$ cat src/rtl/grcm_pkg.sv
`timescale 1ns / 1ps
// ---------------------------------------------------------------------------
// grcm_pkg
// Shared types and constants of the gain ramp channel mixer.
// ---------------------------------------------------------------------------
package grcm_pkg;

  localparam int MAX_OUTPUTS = 32;
  localparam int FRAME_BITS  = 48;
  localparam int CH_W        = 5;
  localparam int CNT_W       = 6;
  localparam int GAIN_W      = 20;
  localparam int SAMP_W      = 24;
  localparam int RAMP_W      = 20;
  localparam int PROD_W      = SAMP_W + GAIN_W;
  localparam int MAG_W       = 41;
  localparam int DIV_STEPS   = 21;
  localparam int DCNT_W      = 5;
  localparam int CFG_W       = 20;

  localparam logic [FRAME_BITS-1:0] NEVER_END = '1;

  localparam logic [1:0] ACT_LOAD   = 2'd0;
  localparam logic [1:0] ACT_ARM    = 2'd1;
  localparam logic [1:0] ACT_SAMPLE = 2'd2;
  localparam logic [1:0] ACT_NOP    = 2'd3;

  localparam logic CFG_NUM_OUTPUTS  = 1'b0;
  localparam logic CFG_DEFAULT_RAMP = 1'b1;

  typedef struct packed {
    logic [1:0]               action;
    logic [CH_W-1:0]          out_index;
    logic signed [GAIN_W-1:0] direct_gain;
    logic signed [GAIN_W-1:0] diffuse_gain;
    logic [FRAME_BITS-1:0]    start_frame;
    logic [FRAME_BITS-1:0]    end_frame;
    logic                     jump;
    logic                     ramp_given;
    logic [RAMP_W-1:0]        ramp_samples;
    logic signed [SAMP_W-1:0] sample;
  } in_beat_t;

  typedef struct packed {
    logic [CH_W-1:0]          channel;
    logic signed [SAMP_W-1:0] direct_part;
    logic signed [SAMP_W-1:0] diffuse_part;
    logic                     last;
  } out_beat_t;

  typedef struct packed {
    logic            accept;
    logic            activate;
    logic            check;
    logic            rd;
    logic            mul;
    logic            div_step;
    logic            gain;
    logic            smul;
    logic            out_load;
    logic [CH_W-1:0] k;
    logic            last;
  } cmd_t;

  typedef struct packed {
    logic [CNT_W-1:0] n;
    logic             live_blk;
    logic             ramping;
    logic             out_free;
  } stat_t;

endpackage

$ cat src/rtl/grcm_ctrl.sv
`timescale 1ns / 1ps
// ---------------------------------------------------------------------------
// grcm_ctrl
// Sequencer: takes input beats, walks the outputs of one sample and
// steps the datapath through ramp division, scaling and output.
// ---------------------------------------------------------------------------
module grcm_ctrl
  import grcm_pkg::*;
(
  input  logic       clk,
  input  logic       rst_n,
  input  logic       in_valid,
  input  logic [1:0] in_action,
  output logic       in_stall,
  input  stat_t      stat,
  output cmd_t       cmd
);

  localparam logic [3:0] S_IDLE = 4'd0;
  localparam logic [3:0] S_ACT  = 4'd1;
  localparam logic [3:0] S_CHK  = 4'd2;
  localparam logic [3:0] S_RD   = 4'd3;
  localparam logic [3:0] S_MUL  = 4'd4;
  localparam logic [3:0] S_DIV  = 4'd5;
  localparam logic [3:0] S_GAIN = 4'd6;
  localparam logic [3:0] S_SMUL = 4'd7;
  localparam logic [3:0] S_OUT  = 4'd8;

  logic [3:0]        state_r, state_nxt;
  logic [CH_W-1:0]   k_r, k_nxt;
  logic [DCNT_W-1:0] dcnt_r, dcnt_nxt;
  logic              last;

  assign in_stall = (state_r != S_IDLE);
  assign last     = ({1'b0, k_r} + CNT_W'(1)) == stat.n;

  // Next state and commands.
  always_comb begin
    state_nxt = state_r;
    k_nxt     = k_r;
    dcnt_nxt  = dcnt_r;
    cmd       = '0;
    cmd.k     = k_r;
    cmd.last  = last;
    case (state_r)
      S_IDLE: begin
        if (in_valid) begin
          cmd.accept = 1'b1;
          if (in_action == ACT_SAMPLE) state_nxt = S_ACT;
        end
      end
      S_ACT: begin
        cmd.activate = 1'b1;
        state_nxt    = S_CHK;
      end
      S_CHK: begin
        cmd.check = 1'b1;
        k_nxt     = '0;
        if (stat.live_blk && stat.n != '0) state_nxt = S_RD;
        else state_nxt = S_IDLE;
      end
      S_RD: begin
        cmd.rd    = 1'b1;
        state_nxt = stat.ramping ? S_MUL : S_GAIN;
      end
      S_MUL: begin
        cmd.mul   = 1'b1;
        dcnt_nxt  = '0;
        state_nxt = S_DIV;
      end
      S_DIV: begin
        cmd.div_step = 1'b1;
        dcnt_nxt     = dcnt_r + DCNT_W'(1);
        if (dcnt_r == DCNT_W'(DIV_STEPS - 1)) state_nxt = S_GAIN;
      end
      S_GAIN: begin
        cmd.gain  = 1'b1;
        state_nxt = S_SMUL;
      end
      S_SMUL: begin
        cmd.smul  = 1'b1;
        state_nxt = S_OUT;
      end
      S_OUT: begin
        if (stat.out_free) begin
          cmd.out_load = 1'b1;
          if (last) state_nxt = S_IDLE;
          else begin
            k_nxt     = k_r + CH_W'(1);
            state_nxt = S_RD;
          end
        end
      end
      default: state_nxt = S_IDLE;
    endcase
  end

  // State registers.
  always_ff @(posedge clk) begin
    if (!rst_n) begin
      state_r <= S_IDLE;
      k_r     <= '0;
      dcnt_r  <= '0;
    end else begin
      state_r <= state_nxt;
      k_r     <= k_nxt;
      dcnt_r  <= dcnt_nxt;
    end
  end

endmodule

$ cat config.mk
export PLATFORM = sky130hd
export DESIGN_NAME = grcm_ctrl
export DESIGN_NICKNAME = d
export VERILOG_FILES = /design/src/rtl/grcm_pkg.sv /design/src/rtl/grcm_ctrl.sv
export SDC_FILE = /design/constraint.sdc
export NUM_CORES = 1
export LEC_CHECK = 0
export BUFFER_PORTS_ARGS = -buffer_cell sky130_fd_sc_hd__buf_2
export CAP_MARGIN = 10
export CORE_ASPECT_RATIO = 1.4
export CORE_UTILIZATION = 33
export CTS_CLUSTER_DIAMETER = 50
export DETAILED_ROUTE_END_ITERATION = 7
export SLEW_MARGIN = 20
export SYNTH_ARGS = -nofsm -noshare
export SYNTH_HDL_FRONTEND = slang
export SYNTH_SLANG_ARGS = --single-unit
$ cat constraint.sdc
create_clock -name clk -period 3.2 [get_ports clk]
set_input_delay 0 -clock clk [delete_from_list [all_inputs] [get_ports clk]]
set_output_delay 0 -clock clk [all_outputs]
set_load 0.02 [all_outputs]
== Word level (Yosys, flattened, before mapping) ==
Index checks and enable logic that the tools add are counted.
Word-level totals
  latch bits: 0
  output and inout port bits: 16
  logic and storage cells: 53
  register bits after elaboration: 14
  memories kept: 0
  input bits: 14
  memory bits (read-only): 0
  bits in writable memories: 0
Operators by class
  $lt $le $gt $ge: 0
  equal/unequal tests: 16
  shift operators: 0
  div/mod/pow operators: 0
  $mul: 0
  bitwise operators: 0
  add/subtract/negate cells: 3
  muxes and demuxes: 23
  reductions and logical operators: 8
Operators by type and width (number)
  $pmux 4 s9: 1
  $pmux 5 s2: 2
  $eq 4x3->1 const B: 4
  $mux 4: 4
  $mux 1: 11
  $add 5x1->5 const B: 2
  $mux 5: 2
  $ne 2x2->1 const B: 5
  $eq 4x2->1 const B: 2
  $add 5x1->6 const B: 1
  $eq 6x6->1: 1
  $mux 2: 3
  $reduce_bool 6->1: 1
  $eq 5x5->1 const B: 1
  $eq 4x1->1 const B: 1
  $eq 4x4->1 const B: 1
  $logic_not 4->1: 1
  $reduce_and 4->1: 1
  $reduce_bool 2->1: 2
  $reduce_bool 4->1: 1
  $reduce_and 3->1: 1
  $eq 2x2->1 const B: 1
  $logic_and 1x1->1: 1

== Depth between registers and ports, before layout ==
Gate-level depths: netlist of run 1.
  depth in word-level cells: 5
  depth in mapped cells: 7
  gate-level depth less buffers: 6

== Worst setup path before layout of run 1 ==
OpenSTA, ideal clock, no wires.
  path type: register to register
  from: register k_r[0]
  to: register state_r[0]
  arrival time: 1803 ps
  library setup time: 120 ps
  stages on the path, launching flop included: 7
  data required time: 3080 ps
  path buffers: 0
  clock period less this slack: 1922 ps
  slack: 1278 ps
  cells stage by stage: dfxtp_1 ha_1 xnor2_1 nand2_1 nor4b_4 a21oi_2 o31a_1
Between the ends
  word-level cells in the longest chain between the ends: 5
Ends and longest elaborated chain
  start: declaration: RTL line grcm_ctrl.sv:30  | logic [CH_W-1:0] k_r, k_nxt;
  start signal: assignment: RTL line grcm_ctrl.sv:106  | k_r <= k_nxt;
  $add 5x1->6: RTL line grcm_ctrl.sv:35  | assign last = ({1'b0, k_r} + CNT_W'(1)) == stat.n;
  $eq 6x6->1: RTL line grcm_ctrl.sv:35
  $mux 2: RTL line grcm_ctrl.sv:87  | if (last) state_nxt = S_IDLE;
  $mux 4: RTL line grcm_ctrl.sv:85  | if (stat.out_free) begin
  $pmux 4 s9: RTL line grcm_ctrl.sv:45  | case (state_r)
  end signal: assignment: RTL line grcm_ctrl.sv:105  | state_r <= state_nxt;
  end: declaration: RTL line grcm_ctrl.sv:29  | logic [3:0] state_r, state_nxt;
No other way between the ends. The select of a mux whose other input is x is not followed.
A chain may end at the register's enable or synchronous reset.

==> results of run 1 <==
worst paths after layout:
kind           endpoint  slack, ns       from  cells after the start
max reg2reg  state_r[0]       1.27     k_r[0]                      6
min reg2reg   dcnt_r[2]       0.51  dcnt_r[2]                      2
max              cmd[0]       1.19     k_r[0]                      6
min          state_r[3]       0.06    stat[0]                      3
kinds of logic after synthesis:
kind of cell / synth area share, %
adder cells (fa/ha/maj): 3.861
AO/OA/AOI/OAI: 15.06
buffers and inverters: 5.664
multiplexers: 5.148
XOR/XNOR: 9.009
flip-flops: 28.83
AND/OR/NAND/NOR: 32.43
flip-flops by register name, indices dropped and copies added, names as in the netlist:
register / flops
k_r: 5
state_r: 4
dcnt_r: 5
final cells by class:
| type | instances | share of cell area (%) |
|---|---|---|
| Clock buffer | 4 | 3.102 |
| Inverter | 7 | 2.246 |
| Multi-Input combinational cell | 95 | 54.44 |
| Sequential cell | 14 | 23.96 |
| Tap cell | 36 | 3.850 |
| Timing Repair Buffer | 29 | 12.41 |
cells in the mapped netlist (2+ instances only):
| cell type | count |
|---|---|
| ha_1 | 3 |
| nor3_1 | 6 |
| a21oi_1 | 2 |
| and2_1 | 3 |
| clkbuf_1 | 3 |
| xor2_1 | 5 |
| nor2_1 | 7 |
| buf_2 | 2 |
| nand3b_1 | 3 |
| nand2b_1 | 7 |
| nor3b_1 | 2 |
| dfxtp_1 | 14 |
| a211oi_1 | 3 |
| o21ai_0 | 4 |
| nand3_1 | 5 |
| nand2_1 | 16 |
| mux2i_1 | 5 |
| o31a_1 | 2 |
| xnor2_1 | 5 |
| o211a_1 | 2 |
| inv_1 | 7 |
through the flow:
step	hold slack, ns	setup WS, ns	cells	util, %	instance area (um^2)
6_report	0.06255	1.193	185	43.37	1170
5_1_grt	0.07037	0.9770	185	43.37	1170
4_1_cts	0.06170	1.169	185	43.37	1170
3_5_place_dp	0.3419	1.287	181	42.02	1134
3_3_place_gp	0.3324	1.341	181	42.02	1134
2_1_floorplan	0.1557	1.278	122	-	972.2
worst max-delay path, stage by stage, from the launching register on:
cell,delay [ns]
dfxtp_1,0.43
ha_1,0.29
xnor2_1,0.16
nand2_1,0.10
nor4b_4,0.41
and2_1,0.18
buf_2,0.16
per-layer routing:
metal  vias to the layer above  track usage (%)  routed length (um)
li1                        481                -                   -
met1                       442            17.90                 990
met2                        21            27.70                1105
met3                         2            2.732                  78
met4                         0            6.944                  17
met5                         -                0                   0
report_power, final:
part           switching, uW  internal [uW]
Sequential              2.75            175
Clock                   59.9           69.2
Combinational           24.9           20.2
Total                   87.6            265
==> qor_table.md, run 1 <==
| Result | This run | Unit |
|:---|:---|:---|
| Top flip-flop cell by instance count after synthesis | dfxtp_1 | - |
| Top cells by area, synth | dfxtp_1 29%, nand2_1 6.2%, mux2i_1 5.1%, nand2b_1 4.5%, xnor2_1 4.5% | - |
| Endpoint class of the critical path | primary output | - |
| YS warnings | 0 | - |
| Count of final setup violators | 0 | - |
| Leakage | 0.0005331 | uW |
| Clock slew at the register clock pins of the worst setup and hold paths | 0.09 | ns |
| Max Slew Vio Count | 0 | - |
| Headroom to the max-slew limit | 70.92 | % |
| Iteration count of the initial detailed-routing pass | 4 | - |
| Number of buffers added to fix hold violations after cts | 0 | - |
| Path type of the worst min-delay path | in -> reg | - |
| CTS tree | yes | - |
| Number of synthesized register bits | 14 | - |
| Portion of the post-synthesis area used by sequential elements | 28.83 | % |
| Number of CTS-inserted buffers | 3 | - |
| Data required time of the critical path | 3.20 | ns |
| Max-cap violations | 0 | - |
| Setup repair after global routing missed its margin | false | - |
| Sequential cell area | 280.3 | um^2 |
| Clock tree sinks | 14 | - |
| DRC violations left | 0 | - |
| Vias in the first global route | 911 | - |
| Areal power density over the cells | 301.1 | nW/um^2 |
| Dominant cell type by area after synthesis | dfxtp_1 | - |
| Unique masters post-synth | 37 | - |
| Number of antenna violations at the first check in global routing | 0 | - |
| Initial standard-cell utilization of the core | 36.04 | % |
| Pin count of the biggest net entering global routing | 17 | - |
| Post-Syn Instances | 122 | - |
| Iter 0 DRT Violations | 9 | - |
| Count of fill cells added during filler insertion | 304 | - |
| Final-stage net count | 167 | - |
| Total nets after synthesis | 139 | - |
| Crit-path max FO | 6 | - |
| Max Clock Skew | 0.004405 | ns |
| Final critical path time including I/O delays and setup | 2.007 | ns |
| Gates resized, CTS repair | 0 | - |
| Most frequent cells in the layout | 29 x buf_2, 16 x nand2_1, 14 x dfxtp_1 | - |
| Worst voltage drop across the vdd grid | 0.0001998 | V |
| Die area | 3170 | um^2 |
| First-pass GRT wire length | 3698 | um |
| Post-detailed-placement half-perimeter wirelength | 1694 | um |
| Std cell rows | 22 | - |
| Vias | 946 | - |
| Most common cell after layout, fill and taps aside | buf_2 | - |
| Final hold violation count | 0 | - |
| Clock Tree Root | clkbuf_4 | - |
| # IOs | 30 | - |
| Class of the most critical setup path | reg -> out | - |
| Clock Tree Buf Depth | 2 | - |
| Multi-input combinational cell area | 636.9 | um^2 |
| Total length of routed wires | 2192 | um |
| Relative area change from synthesis to final layout | 20.33 | % |
| Tot Pwr | 352.2 | uW |
| Count of antenna-violating nets left after detailed routing | 0 | - |
| Inserted Diodes | 0 | - |
| Per-instance average area after synthesis | 7.969 | um^2 |
| Final Wtd Congestion | 0.8254 | - |
| Die outline height | 66.22 | um |
| Chip width | 47.87 | um |
| Depth of the CTS H-tree | 1 | - |
| Aggregate negative setup slack | 0 | ns |
| Floorplan Core Area | 2698 | um^2 |
| Post-detailed-route via-to-cell ratio | 5.114 | - |
| Ys async rst share | 0 | % |
| Number of synthesized flops with an enable pin | 0 | - |
| Status | completed | - |
| Quantity of I/O buffers inserted on ports | 29 | - |
| Insertion delay of the later-clocked pin in the worst-skew pair | 0.28 | ns |
| Arrival @ worst endpoint | 2.01 | ns |
| Fraction of synthesized cell area taken by the top area cell type | 28.83 | % |
| Cell Area, Synth | 972.2 | um^2 |
| Global routing usage summed across all routing layers | 15.95 | % |
| Count of buffers added by post-CTS timing repair for setup | 0 | - |
| Tightest Pin Transition | 0.4323 | ns |
| Per-cell routed wire length | 11.85 | um |
| Fraction of final layout cells with drive strength greater than 1 | 24.16 | % |
| Fmax | 498.3 | MHz |
| Overall overflow remaining after global route | 0 | - |
| Type of element launching the critical path | flip-flop | - |
| Final period utilization | 62.72 | % |
Note: power is estimated with default switching activity, not from simulation.
==> inputs of run 2 (changes only) <==
- clock period: 3.2 -> 2 ns (I/O delays scaled with it)
==> run 2 against run 1 <==
  * Final cell count increased by 1.6%
  * Critical endpoint unchanged
  * Clock skew decreased by 0.0024 ns
  * Critical path depth unchanged
  * Combinational power increased by 73%
  * Highest routed layer unchanged
  * Worst setup slack got worse by 1.1 ns
  * Clock-buffer cell count unchanged
  * Wire length increased by 4.9%
  * Sequential cell count unchanged
==> qor_table.md, run 2 (same netlist as run 1, synthesis figures left out) <==
| Result | This run | Unit |
|:---|:---|:---|
| Arrival @ worst endpoint | 1.89 | ns |
| Internal reg-to-reg setup slack | 0.17 | ns |
| Vias in the first global route | 862 | - |
| Class of the most critical setup path | reg -> out | - |
| Final Wtd Congestion | 0.7891 | - |
| Type of element launching the critical path | flip-flop | - |
| Overall overflow remaining after global route | 0 | - |
| Iteration count of the initial detailed-routing pass | 4 | - |
| Quantity of I/O buffers inserted on ports | 29 | - |
| Final critical path time including I/O delays and setup | 1.895 | ns |
| Per-cell routed wire length | 12.23 | um |
| Worst hold slack | 0.07026 | ns |
| Areal power density over the cells | 467.3 | nW/um^2 |
| Count of antenna-violating nets left after detailed routing | 0 | - |
| Switching part of the total power | 24.56 | % |
| Pin count of the biggest net entering global routing | 17 | - |
| Floorplan Core Area | 2698 | um^2 |
| Count of final setup violators | 0 | - |
| Count of buffers added by post-CTS timing repair for setup | 0 | - |
| Number of buffers added to fix hold violations after cts | 0 | - |
| Std cell rows | 22 | - |
| Clock slew at the register clock pins of the worst setup and hold paths | 0.09 | ns |
| Crit-path max FO | 6 | - |
| Post-detailed-route via-to-cell ratio | 5.101 | - |
| Fraction of final layout cells with drive strength greater than 1 | 28.29 | % |
| # IOs | 30 | - |
| Number of cells traversed by the worst register-to-register path | 6 | - |
| Die outline height | 66.22 | um |
| Count of fill cells added during filler insertion | 321 | - |
| Endpoint class of the critical path | primary output | - |
| Path type of the worst min-delay path | in -> reg | - |
| Vias | 959 | - |
| Fraction of power consumed by the clock network | 36.2 | % |
| Relative area change from synthesis to final layout | 24.20 | % |
| Tightest Pin Transition | 0.4126 | ns |
| CTS tree | yes | - |
| Number of antenna violations at the first check in global routing | 0 | - |
| Most common cell after layout, fill and taps aside | buf_2 | - |
| Clock Tree Root | clkbuf_4 | - |
| Minimum setup slack in the final design | 0.1055 | ns |
| First-pass GRT wire length | 3498 | um |
| Final-stage net count | 170 | - |
| Leakage | 0.0005520 | uW |
| Aggregate negative setup slack | 0 | ns |
| Total length of routed wires | 2300 | um |
| Max Clock Skew | 0.002012 | ns |
| Post-Place Cell Area | 1156 | um^2 |
| Post-detailed-placement half-perimeter wirelength | 1788 | um |
| Reg-to-reg endpoint | state_r[0] | - |
| Largest registers | dcnt_r (5), k_r (5), state_r (4) | - |
| Relative contribution of sequential cells to total power | 49.9 | % |
| Status | completed | - |
| Clock tree sinks | 14 | - |
| Gates resized, CTS repair | 0 | - |
| Worst flop-to-flop path startpoint | k_r[1] | - |
| Data required time of the critical path | 2.00 | ns |
| Startpoint of the worst hold path | stat[0] | - |
| DRC violations left | 0 | - |
| Number of instances on the worst hold path | 3 | - |
| Insertion delay of the later-clocked pin in the worst-skew pair | 0.28 | ns |
| Max Slew Vio Count | 0 | - |
| Power share of the combinational group | 13.9 | % |
| Iter 0 DRT Violations | 8 | - |
| Headroom to the max-slew limit | 72.24 | % |
| Worst Setup Slack post-DPL | 0.1599 | ns |
| Pint | 425.6 | uW |
| Layout Cell Area excl Fill | 1207 | um^2 |
| Initial standard-cell utilization of the core | 36.04 | % |
| Max-cap violations | 0 | - |
| Fmax | 527.8 | MHz |
| Post-layout instance count excluding filler cells | 188 | - |
| Cell Count Post-Placement | 184 | - |
| Destination of the worst hold path | state_r[3] | - |
| Switching power summed over all nets | 138.6 | uW |
| Die area | 3170 | um^2 |
| Inserted Diodes | 0 | - |
| Worst voltage drop across the vdd grid | 0.0003285 | V |
| Depth of the CTS H-tree | 1 | - |
| Chip width | 47.87 | um |
| Final hold violation count | 0 | - |
| Number of CTS-inserted buffers | 3 | - |
| Final period utilization | 94.73 | % |
| Global routing usage summed across all routing layers | 15.24 | % |
| Clock Tree Buf Depth | 2 | - |
| Most frequent cells in the layout | 28 x buf_2, 16 x nand2_1, 12 x dfxtp_1 | - |
## run 2: power groups by stage
stage	clock network, uW	registers, uW	logic (uW)
floorplan	0	287	49.2
global placement	0	288	76.2
detailed placement	0	288	78.0
CTS	218	282	78.4
global route	233	282	87.2
finish	204	282	78.3
## run 2: area by class of cell
cell class | instances | area [um^2] | area share (%)
Clock buffer | 4 | 36.28 | 3.005
Inverter | 7 | 26.28 | 2.176
Multi-Input combinational cell | 95 | 646.9 | 53.58
Sequential cell | 14 | 282.8 | 23.42
Tap cell | 36 | 45.04 | 3.731
Timing Repair Buffer | 32 | 170.2 | 14.09
## run 2: per-layer routing
layer  vias up  track usage (%)  part of all wire [%]  wire (um)
met4         0            6.250                  0.74         17
met5         -                0                     0          0
li1        490                -                     -          -
met1       444            16.69                    44       1004
met3         2            2.732                   4.6        106
met2        23            27.03                    51       1172
## run 2: critical path, cell delays in order, from the launching register on
cell and delay (ns):
dfxtp_2 0.36, ha_2 0.20, nand3_1 0.12, xnor2_1 0.19, nor4b_4 0.41, and2_1 0.20, buf_4 0.14
## run 2: worst max-delay path by stage
stage | start | endpoint | slack (ns) | depth (start not counted)
3_5_place_dp | k_r[1] | state_r[0] | 0.16 | 6
2_1_floorplan | k_r[0] | state_r[0] | 0.08 | 6
6_report | k_r[1] | cmd[0] | 0.11 | 6
5_1_grt | k_r[1] | cmd[0] | -0.00009 | 6
3_3_place_gp | k_r[1] | state_r[0] | 0.19 | 6
4_1_cts | k_r[1] | cmd[0] | 0.04 | 6
## run 2: metrics by stage
stage               power, uW  util (%)
floorplan               336.2         -
global placement        364.7     42.86
detailed placement      366.3     42.86
CTS                     577.8     44.20
global route            602.2     44.76
finish                  564.2     44.76
==> inputs of run 3 (changes only) <==
- CTS_BUF_LIST: not set -> sky130_fd_sc_hd__clkbuf_2 sky130_fd_sc_hd__clkbuf_4 sky130_fd_sc_hd__clkbuf_8
- PLACE_DENSITY: not set -> 0.56
==> run 3 against run 2 <==
  * Hold slack got worse by 0.014 ns
  * Power barely moved
  * Non-clock buffer count rose by 1
  * Wire length fell by 0.61%
  * Sequential share of layout area barely moved
  * Sequential cell count did not move
  * Die area did not move
  * Critical path depth rose by 1
  * First-iteration DRC count rose by 63%
  * Largest power group unchanged
==> qor_table.md, run 3 (same netlist as run 1, synthesis figures left out) <==
| Result | This run | Unit |
|:---|:---|:---|
| Status | completed | - |
| Depth of the CTS H-tree | 1 | - |
| Most common cell after layout, fill and taps aside | buf_2 | - |
| Relative area change from synthesis to final layout | 23.81 | % |
| Aggregate negative setup slack | 0 | ns |
| Global routing usage summed across all routing layers | 16.12 | % |
| Clock slew at the register clock pins of the worst setup and hold paths | 0.10 | ns |
| Vias | 967 | - |
| Arrival @ worst endpoint | 2.10 | ns |
| Std cell rows | 22 | - |
| Inserted Diodes | 0 | - |
| Max Slew Vio Count | 0 | - |
| Final-stage net count | 171 | - |
| Floorplan Core Area | 2698 | um^2 |
| Number of CTS-inserted buffers | 3 | - |
| Count of fill cells added during filler insertion | 311 | - |
| Cell Count Post-Placement | 184 | - |
| Iteration count of the initial detailed-routing pass | 3 | - |
| Max Clock Skew | 0.009681 | ns |
| Data required time of the critical path | 2.21 | ns |
| Leakage | 0.0005509 | uW |
| Fraction of power consumed by the clock network | 36.6 | % |
| Minimum setup slack in the final design | 0.1054 | ns |
| Clock Tree Buf Depth | 2 | - |
| Setup repair after global routing missed its margin | false | - |
| Quantity of I/O buffers inserted on ports | 29 | - |
| Clock Tree Root | clkbuf_4 | - |
| Iter 0 DRT Violations | 13 | - |
| Tot Pwr | 564.3 | uW |
| Tightest Pin Transition | 0.4220 | ns |
| Die area | 3170 | um^2 |
| Final critical path time including I/O delays and setup | 1.895 | ns |
| Post-Place Cell Area | 1156 | um^2 |
| Type of element launching the critical path | flip-flop | - |
| Number of antenna violations at the first check in global routing | 0 | - |
| First-pass GRT wire length | 3650 | um |
| Final Wtd Congestion | 0.7901 | - |
| Largest registers | dcnt_r (5), k_r (5), state_r (4) | - |
| Post-detailed-placement half-perimeter wirelength | 1825 | um |
| # IOs | 30 | - |
| Clock tree sinks | 14 | - |
| Vias in the first global route | 886 | - |
| Crit-path max FO | 5 | - |
| Chip width | 47.87 | um |
| Count of final setup violators | 0 | - |
| Relative contribution of sequential cells to total power | 50.5 | % |
| Insertion delay of the later-clocked pin in the worst-skew pair | 0.28 | ns |
| Count of antenna-violating nets left after detailed routing | 0 | - |
| Switching part of the total power | 24.90 | % |
| CTS tree | yes | - |
| Switching power summed over all nets | 140.5 | uW |
| Pin count of the biggest net entering global routing | 17 | - |
| Post-detailed-route via-to-cell ratio | 5.116 | - |
| Headroom to the max-slew limit | 71.61 | % |
| Max-cap violations | 0 | - |
| Areal power density over the cells | 468.8 | nW/um^2 |
| Layout Cell Area excl Fill | 1204 | um^2 |
| Post-layout instance count excluding filler cells | 189 | - |
| Power share of the combinational group | 12.9 | % |
| Die outline height | 66.22 | um |
| DRC violations left | 0 | - |
| Final period utilization | 94.73 | % |
| Fraction of final layout cells with drive strength greater than 1 | 27.45 | % |
| Pint | 423.8 | uW |
| Endpoint class of the critical path | flip-flop | - |
| Most frequent cells in the layout | 29 x buf_2, 16 x nand2_1, 13 x dfxtp_1 | - |
| Initial standard-cell utilization of the core | 36.04 | % |
| Class of the most critical setup path | reg -> reg | - |
| Per-cell routed wire length | 12.10 | um |
| Fmax | 527.8 | MHz |
| Worst Setup Slack post-DPL | 0.1128 | ns |
| Total length of routed wires | 2286 | um |
| Overall overflow remaining after global route | 0 | - |
| Worst voltage drop across the vdd grid | 0.0002945 | V |
| Path type of the worst min-delay path | in -> reg | - |
| Final hold violation count | 0 | - |
run 3: layout make-up:
class / instances / area, um^2 / share of cell area (%)
Clock buffer: 4 / 36.28 / 3.015
Inverter: 7 / 26.28 / 2.183
Multi-Input combinational cell: 95 / 639.4 / 53.12
Sequential cell: 14 / 281.5 / 23.39
Tap cell: 36 / 45.04 / 3.742
Timing Repair Buffer: 33 / 175.2 / 14.55
run 3: metal layers:
layer | global-route usage, % | routed length [um] | vias up
met5 | 0 | 0 | -
met4 | 6.250 | 22 | 0
met3 | 2.459 | 72 | 2
met2 | 29.73 | 1217 | 18
met1 | 16.97 | 973 | 457
li1 | - | - | 490
run 3: final timing paths:
path                               from         end  slack (ns)  depth (start not counted)
worst max register to register   k_r[0]      k_r[3]        0.11                          7
worst min-delay path            stat[0]  state_r[3]        0.06                          3
worst max-delay path             k_r[0]      k_r[3]        0.11                          7
worst min register to register   k_r[1]      k_r[1]        0.52                          2
run 3: through the flow:
| stage | util, % | hold slack [ns] |
|---|---|---|
| floorplan | - | 0.1557 |
| global placement | 42.86 | 0.3325 |
| detailed placement | 42.86 | 0.3425 |
| CTS | 44.20 | 0.04767 |
| global route | 44.62 | 0.06539 |
| finish | 44.62 | 0.05598 |
run 3: power groups by stage:
stage	clock (uW)	sequential (uW)	combinational, uW
floorplan	0	287	49.2
global placement	0	291	71.2
detailed placement	0	291	72.9
CTS	217	285	73.1
global route	234	285	80.7
finish	207	285	73.0
run 3: what timing repair did:
action / in CTS / in global routing
resized for setup: 0 / 2
setup endpoints to repair: 0 / 2
setup buffers: 0 / 1
hold buffers: 0 / 0
run 3: critical path, stage by stage (launching register included):
cell and delay (ns):
dfxtp_1 0.35, buf_4 0.14, nand3_1 0.14, nor3_1 0.37, nor4b_4 0.12, buf_4 0.16, a211oi_1 0.34, mux2i_1 0.21
